`config.mk`:
```
export PLATFORM = sky130hd
export DESIGN_NAME = xoshiro256pp_generator_top
export DESIGN_NICKNAME = d
export VERILOG_FILES = /design/src/hdl/xs256_pkg.sv /design/src/hdl/xs256_datapath.sv /design/src/hdl/xs256_ctrl.sv /design/src/hdl/xoshiro256pp_generator_top.sv
export SDC_FILE = /design/constraint.sdc
export NUM_CORES = 2
export LEC_CHECK = 0
export BUFFER_PORTS_ARGS = -buffer_cell sky130_fd_sc_hd__clkbuf_2
export CAP_MARGIN = 10
export CORE_MARGIN = 2
export CORE_UTILIZATION = 55
export DETAILED_ROUTE_END_ITERATION = 8
export GPL_TIMING_DRIVEN = 0
export PLACE_DENSITY = 0.71
export SYNTH_ARGS = -nofsm -noshare
export SYNTH_HDL_FRONTEND = slang
export SYNTH_SLANG_ARGS = --single-unit
```
`constraint.sdc`:
```
create_clock -name clk -period 11.5 [get_ports clk]
set_clock_uncertainty 0.1 [all_clocks]
set_input_delay 1.15 -clock clk [delete_from_list [all_inputs] [get_ports clk]]
set_output_delay 1.15 -clock clk [all_outputs]
set_load 0.1 [all_outputs]
```
`src/hdl/xs256_pkg.sv`:
```
// Shared constants, codes, the controller-to-datapath command type and the status type.
package xs256_pkg;

  localparam int unsigned WordW = 64;
  localparam int unsigned HalfW = 32;

  localparam logic [WordW-1:0] GOLDEN_GAMMA = 64'h9e37_79b9_7f4a_7c15;
  localparam logic [WordW-1:0] MIX_MUL_A    = 64'hbf58_476d_1ce4_e5b9;
  localparam logic [WordW-1:0] MIX_MUL_B    = 64'h94d0_49bb_1331_11eb;

  localparam logic [WordW-1:0] RESET_WORD_ZERO  = 64'h1234_5678_9abc_def0;
  localparam logic [WordW-1:0] RESET_WORD_ONE   = 64'h0000_0000_0000_0042;
  localparam logic [WordW-1:0] RESET_WORD_TWO   = 64'h0000_0000_0000_1337;
  localparam logic [WordW-1:0] RESET_WORD_THREE = 64'h0000_0000_dead_beef;

  // Input item kinds carried on tuser.
  localparam logic MODE_SEED = 1'b0;
  localparam logic MODE_DRAW = 1'b1;

  // Partial product selects for a 64x64 low-half multiply.
  localparam logic [1:0] PP_LL = 2'd0;  // a_lo * b_lo, full 64 bits
  localparam logic [1:0] PP_LH = 2'd1;  // a_lo * b_hi, low 32 bits into upper half
  localparam logic [1:0] PP_HL = 2'd2;  // a_hi * b_lo, low 32 bits into upper half

  // Multiplier constant selects.
  localparam logic CONST_A = 1'b0;
  localparam logic CONST_B = 1'b1;

  // State word targets of a mix store.
  localparam logic [1:0] WORD_ONE   = 2'd1;
  localparam logic [1:0] WORD_TWO   = 2'd2;
  localparam logic [1:0] WORD_THREE = 2'd3;

  typedef struct packed {
    logic       load_seed;
    logic       draw;
    logic       mix_pre;
    logic       mul_en;
    logic [1:0] pp_sel;
    logic       const_sel;
    logic       mix_mid;
    logic       store;
    logic [1:0] word_sel;
  } cmd_t;

  typedef struct packed {
    logic out_valid;
  } status_t;

endpackage

```
`src/hdl/xs256_datapath.sv`:
```
// State words, draw update, seed mixing unit and output register.
module xs256_datapath (
  input  logic                         clk,
  input  logic                         rst,
  input  xs256_pkg::cmd_t              cmd,
  output xs256_pkg::status_t           status,
  input  logic [xs256_pkg::WordW-1:0]  seed_value,
  input  logic                         out_ready,
  output logic [xs256_pkg::WordW-1:0]  random_value
);

  localparam int unsigned W = xs256_pkg::WordW;
  localparam int unsigned H = xs256_pkg::HalfW;

  logic [W-1:0] word_zero, word_one, word_two, word_three;
  logic [W-1:0] chain;
  logic [W-1:0] opnd;
  logic [W-1:0] acc;
  logic [W-1:0] out_data;
  logic         out_valid;

  logic [W-1:0] draw_result;
  logic [W-1:0] sum03;
  logic [W-1:0] shift_t;
  logic [W-1:0] n0, n1, n2, n3;
  logic [W-1:0] pre_z;
  logic [W-1:0] mid_x;
  logic [W-1:0] mixed;
  logic [W-1:0] mul_const;
  logic [H-1:0] a_half, b_half;
  logic [W-1:0] prod;

  // Draw: output function and xor/shift/rotate state update.
  always_comb begin
    sum03       = word_zero + word_three;
    draw_result = {sum03[W-24:0], sum03[W-1:W-23]} + word_zero;
    shift_t     = {word_one[W-18:0], 17'd0};
    n2          = word_two ^ word_zero;
    n3          = word_three ^ word_one;
    n1          = word_one ^ n2;
    n0          = word_zero ^ n3;
    n2          = n2 ^ shift_t;
    n3          = {n3[W-46:0], n3[W-1:W-45]};
  end

  // Seed mixing: xor-shift stages around one shared 32x32 multiplier.
  always_comb begin
    pre_z     = chain + xs256_pkg::GOLDEN_GAMMA;
    mid_x     = acc ^ (acc >> 27);
    mixed     = acc ^ (acc >> 31);
    mul_const = (cmd.const_sel == xs256_pkg::CONST_B) ? xs256_pkg::MIX_MUL_B
                                                       : xs256_pkg::MIX_MUL_A;
    a_half    = (cmd.pp_sel == xs256_pkg::PP_HL) ? opnd[W-1:H] : opnd[H-1:0];
    b_half    = (cmd.pp_sel == xs256_pkg::PP_LH) ? mul_const[W-1:H] : mul_const[H-1:0];
    prod      = W'(a_half) * W'(b_half);
  end

  always_ff @(posedge clk) begin
    if (rst) begin
      word_zero  <= xs256_pkg::RESET_WORD_ZERO;
      word_one   <= xs256_pkg::RESET_WORD_ONE;
      word_two   <= xs256_pkg::RESET_WORD_TWO;
      word_three <= xs256_pkg::RESET_WORD_THREE;
    end else if (cmd.draw) begin
      word_zero  <= n0;
      word_one   <= n1;
      word_two   <= n2;
      word_three <= n3;
    end else if (cmd.load_seed) begin
      word_zero <= seed_value;
    end else if (cmd.store) begin
      unique case (cmd.word_sel)
        xs256_pkg::WORD_ONE:   word_one   <= mixed;
        xs256_pkg::WORD_TWO:   word_two   <= mixed;
        xs256_pkg::WORD_THREE: word_three <= mixed;
        default: ;
      endcase
    end
  end

  always_ff @(posedge clk) begin
    if (cmd.load_seed) begin
      chain <= seed_value;
    end else if (cmd.store) begin
      chain <= mixed;
    end
    if (cmd.mix_pre) begin
      opnd <= pre_z ^ (pre_z >> 30);
    end else if (cmd.mix_mid) begin
      opnd <= mid_x;
    end
    if (cmd.mul_en) begin
      case (cmd.pp_sel) inside
        xs256_pkg::PP_LL:                   acc <= prod;
        xs256_pkg::PP_LH, xs256_pkg::PP_HL: acc[W-1:H] <= acc[W-1:H] + prod[H-1:0];
        default: ;
      endcase
    end
  end

  // Output register: a new draw may load it in the cycle the old result leaves.
  always_ff @(posedge clk) begin
    if (rst) begin
      out_valid <= 1'b0;
    end else if (cmd.draw) begin
      out_valid <= 1'b1;
    end else if (out_ready) begin
      out_valid <= 1'b0;
    end
  end

  always_ff @(posedge clk) begin
    if (cmd.draw) begin
      out_data <= draw_result;
    end
  end

  assign status.out_valid = out_valid;
  assign random_value     = out_data;

endmodule

```
`src/hdl/xs256_ctrl.sv`:
```
// Controller: input handshake and the seed mixing sequence.
module xs256_ctrl (
  input  logic                clk,
  input  logic                rst,
  input  logic                in_valid,
  input  logic                in_mode,
  output logic                in_ready,
  input  logic                out_ready,
  input  xs256_pkg::status_t  status,
  output xs256_pkg::cmd_t     cmd
);

  localparam logic [2:0] ST_IDLE  = 3'd0;
  localparam logic [2:0] ST_PRE   = 3'd1;
  localparam logic [2:0] ST_MUL1  = 3'd2;
  localparam logic [2:0] ST_MID   = 3'd3;
  localparam logic [2:0] ST_MUL2  = 3'd4;
  localparam logic [2:0] ST_STORE = 3'd5;

  logic [2:0] state, state_next;
  logic [1:0] pp_cnt, pp_cnt_next;
  logic [1:0] word_cnt, word_cnt_next;
  logic       accept;

  assign in_ready = (state == ST_IDLE) && (!status.out_valid || out_ready);
  assign accept   = in_valid && in_ready;

  always_comb begin
    state_next    = state;
    pp_cnt_next   = pp_cnt;
    word_cnt_next = word_cnt;
    cmd           = '0;
    cmd.pp_sel    = pp_cnt;
    cmd.word_sel  = word_cnt;
    unique case (state)
      ST_IDLE: begin
        if (accept && in_mode == xs256_pkg::MODE_DRAW) begin
          cmd.draw = 1'b1;
        end else if (accept) begin
          cmd.load_seed = 1'b1;
          word_cnt_next = xs256_pkg::WORD_ONE;
          state_next    = ST_PRE;
        end
      end
      ST_PRE: begin
        cmd.mix_pre = 1'b1;
        pp_cnt_next = xs256_pkg::PP_LL;
        state_next  = ST_MUL1;
      end
      ST_MUL1: begin
        cmd.mul_en    = 1'b1;
        cmd.const_sel = xs256_pkg::CONST_A;
        if (pp_cnt == xs256_pkg::PP_HL) begin
          pp_cnt_next = xs256_pkg::PP_LL;
          state_next  = ST_MID;
        end else begin
          pp_cnt_next = pp_cnt + 2'd1;
        end
      end
      ST_MID: begin
        cmd.mix_mid = 1'b1;
        state_next  = ST_MUL2;
      end
      ST_MUL2: begin
        cmd.mul_en    = 1'b1;
        cmd.const_sel = xs256_pkg::CONST_B;
        if (pp_cnt == xs256_pkg::PP_HL) begin
          pp_cnt_next = xs256_pkg::PP_LL;
          state_next  = ST_STORE;
        end else begin
          pp_cnt_next = pp_cnt + 2'd1;
        end
      end
      ST_STORE: begin
        cmd.store = 1'b1;
        if (word_cnt == xs256_pkg::WORD_THREE) begin
          state_next = ST_IDLE;
        end else begin
          word_cnt_next = word_cnt + 2'd1;
          state_next    = ST_PRE;
        end
      end
      default: state_next = ST_IDLE;
    endcase
  end

  always_ff @(posedge clk) begin
    if (rst) begin
      state    <= ST_IDLE;
      pp_cnt   <= xs256_pkg::PP_LL;
      word_cnt <= xs256_pkg::WORD_ONE;
    end else begin
      state    <= state_next;
      pp_cnt   <= pp_cnt_next;
      word_cnt <= word_cnt_next;
    end
  end

endmodule

```
`src/hdl/xoshiro256pp_generator_top.sv`:
```
// Top level of the xoshiro256++ generator: stream ports, controller and datapath.
// A draw item (tuser = 1) is taken and its 64-bit result appears on the output
// register the next cycle; draws can be taken every cycle while the output is being
// drained. A seed item (tuser = 0) gives no result and holds the input off until the
// seed mixing ends: the three chained splitmix mixes each need two 64-bit multiplies,
// each built from three partial products on the one shared 32x32 multiplier (one
// partial product per cycle), plus xor-shift steps in the PRE, MID and STORE states of
// each mixed word. Draws before any seed use the fixed reset state.
module xoshiro256pp_generator_top (
  input  logic                         clk,
  input  logic                         rst,
  input  logic                         s_axis_tvalid,
  output logic                         s_axis_tready,
  input  logic [xs256_pkg::WordW-1:0]  s_axis_tdata,   // [63:0] seed_value
  input  logic                         s_axis_tuser,   // [0] mode
  output logic                         m_axis_tvalid,
  input  logic                         m_axis_tready,
  output logic [xs256_pkg::WordW-1:0]  m_axis_tdata    // [63:0] random_value
);

  xs256_pkg::cmd_t    cmd;
  xs256_pkg::status_t status;

  xs256_ctrl u_ctrl (
    .clk       (clk),
    .rst       (rst),
    .in_valid  (s_axis_tvalid),
    .in_mode   (s_axis_tuser),
    .in_ready  (s_axis_tready),
    .out_ready (m_axis_tready),
    .status    (status),
    .cmd       (cmd)
  );

  xs256_datapath u_datapath (
    .clk          (clk),
    .rst          (rst),
    .cmd          (cmd),
    .status       (status),
    .seed_value   (s_axis_tdata),
    .out_ready    (m_axis_tready),
    .random_value (m_axis_tdata)
  );

  assign m_axis_tvalid = status.out_valid;

endmodule
```
-- Word level (Yosys, flattened, before mapping)
Cells that the tools add are included.
- bits in registers: 520
- input port bits: 69
- output and inout port bits: 66
- word-level logic and storage cells: 117
- add/sub/neg operators: 6
- multiply operators: 1
- eq/ne operators: 16
- muxes and demuxes: 46
- bitwise gates (word level): 8
- reduce and logical (&&, ||, !) cells: 27
- operator list (cell ; count):
    two-way mux 64 bit ; 18
    XOR 64 bit ; 5
    adder 64 bit ; 2
    two-way mux 32 bit ; 4
    adder 64 bit (second input constant) ; 1
    multiplier 32 x 32 -> 64 bit ; 1
    XOR 64 x 33 -> 64 bit ; 1
    XOR 64 x 34 -> 64 bit ; 1
    XOR 64 x 37 -> 64 bit ; 1
    two-way mux 62 bit ; 1
    adder 32 bit ; 1
    nonzero test 2 bit ; 11
    one-hot mux 3 bit (6 select lines) ; 1
    two-way mux 3 bit ; 4
    two-way mux 1 bit ; 11
    two-way mux 2 bit ; 5
    AND reduction 3 bit ; 3
    one-hot mux 2 bit (2 select lines) ; 2
    AND reduction 4 bit ; 2
    equality test 2 bit (second input constant) ; 3
    equality test 3 x 2 -> 1 bit (second input constant) ; 2
    equality test 3 bit (second input constant) ; 2
    != test 2 x 1 -> 1 bit (second input constant) ; 3
    != test 2 bit (second input constant) ; 3
    10 further kinds ; 16

-- Longest topological paths before layout
- word-level depth: 9
- mapped depth: 46
- gate-level depth less buffers: 39

-- Cells and area by module
From an unflattened synthesis, not the netlist that was laid out.
- cells, all modules: 7106
- area total of the unflattened synthesis: 64316.7 sq um
- by module, submodules not included (module ; instances ; cells each ; area each (sq um) ; sequential area each (sq um)):
    xs256_datapath ; 1 ; 7055 ; 63886.3 ; 12832.3
    xs256_ctrl ; 1 ; 51 ; 430.4 ; 140.1

-- Least setup slack after synthesis
Ideal clock, no wire load.
- path type: register -> register
- start: reg u_ctrl.state[2]
- end: reg u_datapath.acc[63], data pin
- setup time: 0.260 ns
- data arrival time: 9.681 ns
- required time: 11.140 ns
- setup slack: 1.460 ns
- cell stages (with the launch flop): 45
- path buffers: 8
- period minus slack after synthesis: 10.040 ns
- cells stage by stage: dfxtp_1 -> clkbuf_1 -> nor2b_1 -> clkbuf_1 -> nand2b_1 -> clkbuf_1 -> buf_1 -> ha_1 -> clkbuf_1 -> clkbuf_1 -> nand2_1 -> inv_1 -> fa_1 -> fa_1 -> inv_1 -> fa_1 -> fa_1 -> inv_1 -> [9 not listed] -> a21o_1 -> a21oi_1 -> o21ai_0 -> a21oi_1 -> nor2_1 -> nor2_1 -> xnor2_1 -> ha_1 -> clkbuf_1 -> a21oi_1 -> nor2b_1 -> o21ai_0 -> o21ai_0 -> a211oi_1 -> a21oi_1 -> a211oi_1 -> xnor3_1 -> mux2_2
- word-level cells in the longest chain between the ends: 8
- ends and longest elaborated chain (what ; RTL line ; source):
    start: declaration ; xs256_ctrl.sv:20 ; logic [2:0] state, state_next;
    start signal: assignment ; xs256_ctrl.sv:93 ; state <= state_next;
    equality test 3 bit ; xs256_ctrl.sv:35 ; unique case (state)
    two-way mux 1 bit ; xs256_ctrl.sv:35 ;
    two-way mux 62 bit ; xs256_datapath.sv:51 ; mul_const = (cmd.const_sel == xs256_pkg::CONST_B) ? xs256_pkg::MIX_MUL_B
    two-way mux 32 bit ; xs256_datapath.sv:54 ; b_half = (cmd.pp_sel == xs256_pkg::PP_LH) ? mul_const[W-1:H] : mul_const[H-1:0];
    multiplier 32 x 32 -> 64 bit ; xs256_datapath.sv:55 ; prod = W'(a_half) * W'(b_half);
    via u_datapath.prod[24] ; xs256_datapath.sv:31 ; logic [W-1:0] prod;
    adder 32 bit ; xs256_datapath.sv:95 ; xs256_pkg::PP_LH, xs256_pkg::PP_HL: acc[W-1:H] <= acc[W-1:H] + prod[H-1:0];
    two-way mux 32 bit (2 in series) ; xs256_datapath.sv:93 ; case (cmd.pp_sel) inside
    end signal: assignment ; xs256_datapath.sv:94 ; xs256_pkg::PP_LL: acc <= prod;
    end signal: indexed assignment ; xs256_datapath.sv:95 ;
    end: declaration ; xs256_datapath.sv:18 ; logic [W-1:0] acc;
The timed path passes the listed nets, and every way through them passes these cells. The select of a mux whose other input is x is not followed.
A chain may end at the register's enable or synchronous reset.

-- Worst setup path in the final report
Same ends and word-level chain as after synthesis.

==> results.yml <==
outcome:
  outcome: "finished, final reports clean"
critical_path:
  crit_path_start_kind: "flop"
  worstPathRequired_ns: 11.81
  endpoint_kind: "flop"
  crit_fanout: 11
  cpMostUsedCell: "fa_1"
  cp_slowest_cell: "o31ai_1"
  crit_path_max_incr_delay_ns: 0.66
  path_buf_inv: 8
  cp_top_family: "adder cells"
  path_class: "reg -> reg"
  worstPathArrival_ns: 11.70
timing:
  slew_violations: 0
  max_slew_margin_pct: 3.51
  setup_slack_ns: 0.115
  finalSetupTns_ns: 0
  fin_crit_ns: 11.38
  hold_violations: 0
  setup_viol: 0
  tightest_slew_ns: 1.44
  fin_crit_sh_pct: 99.0
  fmax_ghz: 0.0878
synth:
  synth_top_family_by_area: "adder cells"
  ys.warnings.count: 0
  avgSynthCellArea_um2: 8.92
  postSynthCellCount: 7276
  ys_seq_area_share_pct: 20.0
  synthArstFlopShare_pct: 0
  syn_area_um2: 64900
  synthAdderAreaFrac_pct: 34.9
  postSynthNetCount: 8666
  yosysTopAreaCellShare_pct: 25.2
  ys_ff_latch: 520
  synth_mux_area_share_pct: 1.21
  synth.area.top_cells: "fa_1, edfxtp_1, ha_1"
  synth_xor_xnor_area_share_pct: 7.73
  synth_cell_types: 89
  ys.flop_type: "dfxtp_1"
  synth_simple_gate_area_share_pct: 13.4
  synth_edf_count: 256
  synth_top_area_cell: "fa_1"
  synth_compound_area_share_pct: 14.6
clock_network:
  cts_sinks: 520
  cts_tree: "built"
  hold_buffers: 0
  worst_skew_pair.late_latency_ns: 0.66
  cts_buffers: 54
  htreeDepth: 2
  ctsLongestPathBuffers: 3
  root_buffer: "clkbuf_16"
  clk_pin_slew_ns: 0.07
worst_hold_path:
  min_path_type: "reg -> reg"
finish:
  final_nets: 8888
  syn2layout_area_growth_pct: 8.34
  final_cell_mix: "inv_1, fa_1, nor2_1, nand2_1, ha_1"
  final_common_cell: "inv_1"
  fin_cells: 9085
  multi_input_area_um2: 47100
  finish.utilization_pct: 59.8
  fillerInstances: 10400
  register_area_um2: 13000
  drive_gt1_share_pct: 6.23
routing:
  via_count: 57600
  dr.pass1.iters: 7
  drt_wl_total_um: 293000
  antenna_left: 0
  routedWlPerCell_um: 32.3
  drt-initial-drc-count: 6245
  route.detailed.drc: 0
  routed_via_density: 6.34
global_route:
  grt_use_total_pct: 48.2
  grt_antenna_before_repair: 12
  grt_first_pass_wirelength_um: 411000
  grt_overflow: 0
  grt_pass1_vias: 58000
  grt_max_degree: 65
floorplan:
  initial_utilization_pct: 55.2
  coreArea_um2: 118000
  boundaryPins: 135
  dieArea_um2: 121000
  die_y_um: 348
  row_count: 126
  die_w_um: 348
place:
  place_congestion: 1.08
  dp_hpwl_um: 243000
  dp_cells: 8957
  io_buffer_count: 132
  place_ws_ns: -2.81
flow_run:
  drv_cap: 0
## routing by layer
metal,global-route usage [%],vias up,share of wire [%]
li1,-,24500,-
met1,51.2,27900,32
met2,76.7,3841,45
met3,9.91,1362,9.0
met4,52.8,2,14
met5,0,-,0.0051
## synthesized netlist by cell type, types with 57 or more instances
| cell | number |
|---|---|
| fa_1 | 817 |
| inv_1 | 1038 |
| xnor2_1 | 324 |
| nand3_1 | 61 |
| nand2_1 | 567 |
| nor2_1 | 668 |
| xor2_1 | 241 |
| nand2b_1 | 140 |
| a21oi_1 | 481 |
| nand4_1 | 59 |
| a311o_1 | 57 |
| o21ai_0 | 290 |
| nor2b_1 | 64 |
| a211oi_1 | 71 |
| ha_1 | 504 |
| a21o_1 | 135 |
| edfxtp_1 | 256 |
| nor3_1 | 83 |
| dfxtp_1 | 264 |
| and2_1 | 126 |
| clkbuf_1 | 309 |
| a31oi_1 | 73 |
## sequential cells by signal (all words and copies together), names as in the netlist
signal                   cells
u_datapath.acc              64
u_datapath.chain            64
u_datapath.opnd             64
u_datapath.random_value     64
u_datapath.word_one         64
u_datapath.word_three       64
u_datapath.word_two         64
u_datapath.word_zero        64
u_ctrl.state                 3
u_ctrl.pp_cnt                2
u_ctrl.word_cnt              2
u_datapath.status            1
## path summary, 6_finish.rpt
path / from / end / slack, ns / cells past startpoint
setup / recovery: u_ctrl.state[2]$_SDFFE_PP0P_ / u_datapath.acc[63]$_DFFE_PP_ / 0.12 / 37
hold reg to reg: u_datapath.word_two[56]$_SDFFE_PP0P_ / u_datapath.word_two[56]$_SDFFE_PP0P_ / 0.37 / 2
hold / removal: u_datapath.word_two[56]$_SDFFE_PP0P_ / u_datapath.word_two[56]$_SDFFE_PP0P_ / 0.37 / 2
setup reg to reg: u_ctrl.state[2]$_SDFFE_PP0P_ / u_datapath.acc[63]$_DFFE_PP_ / 0.12 / 37
## stage by stage
step | area, um^2 | hold slack [ns]
floorplan | 64900 | 0.346
global placement | 67500 | 0.354
detailed placement | 67700 | 0.361
CTS | 69900 | 0.371
global route | 70300 | 0.381
finish | 70300 | 0.371
## worst register-to-register path: cells and delay by family, from the launching register on
family | cells | cell delay [ns]
compound gates | 8 | 2.01
fa+ha+maj | 11 | 4.53
simple gates | 7 | 1.73
mux | 1 | 0.26
flops | 1 | 0.39
xor+xnor | 2 | 0.78
buf+inv | 8 | 1.36
## logic make-up (layout without fill, tap and decap cells)
logic type      count (synthesis)  after routing
mux                            72             72
simple gates                 1905           1905
buf+inv                      1401           1667
xor+xnor                      568            568
other cells                     0              7
compound gates               1487           1487
fa+ha+maj                    1323           1323
flops                         520            520
## layout make-up
cell class / instances / share of cell area (%)
sequential: 520 / 18.5
multi-input combinational: 5355 / 67.0
inverter: 1045 / 5.62
clock buffer: 77 / 2.31
tap: 1536 / 2.73
buffer: 347 / 2.01
clock inverter: 23 / 0.281
antenna: 7 / 0.0249
timing repair buffer: 175 / 1.61
## repair_timing
| action | 4_1_cts | 5_1_grt |
|---|---|---|
| resized for setup | 92 | 62 |
| setup endpoints to repair | 44 | 12 |
| pin swaps | 2 | 5 |
| buffers inserted | 6 | 21 |
| gates cloned | 0 | 0 |
Power is not shown: default switching activity piles up to over one toggle a cycle in this logic, so the estimate is an artifact.
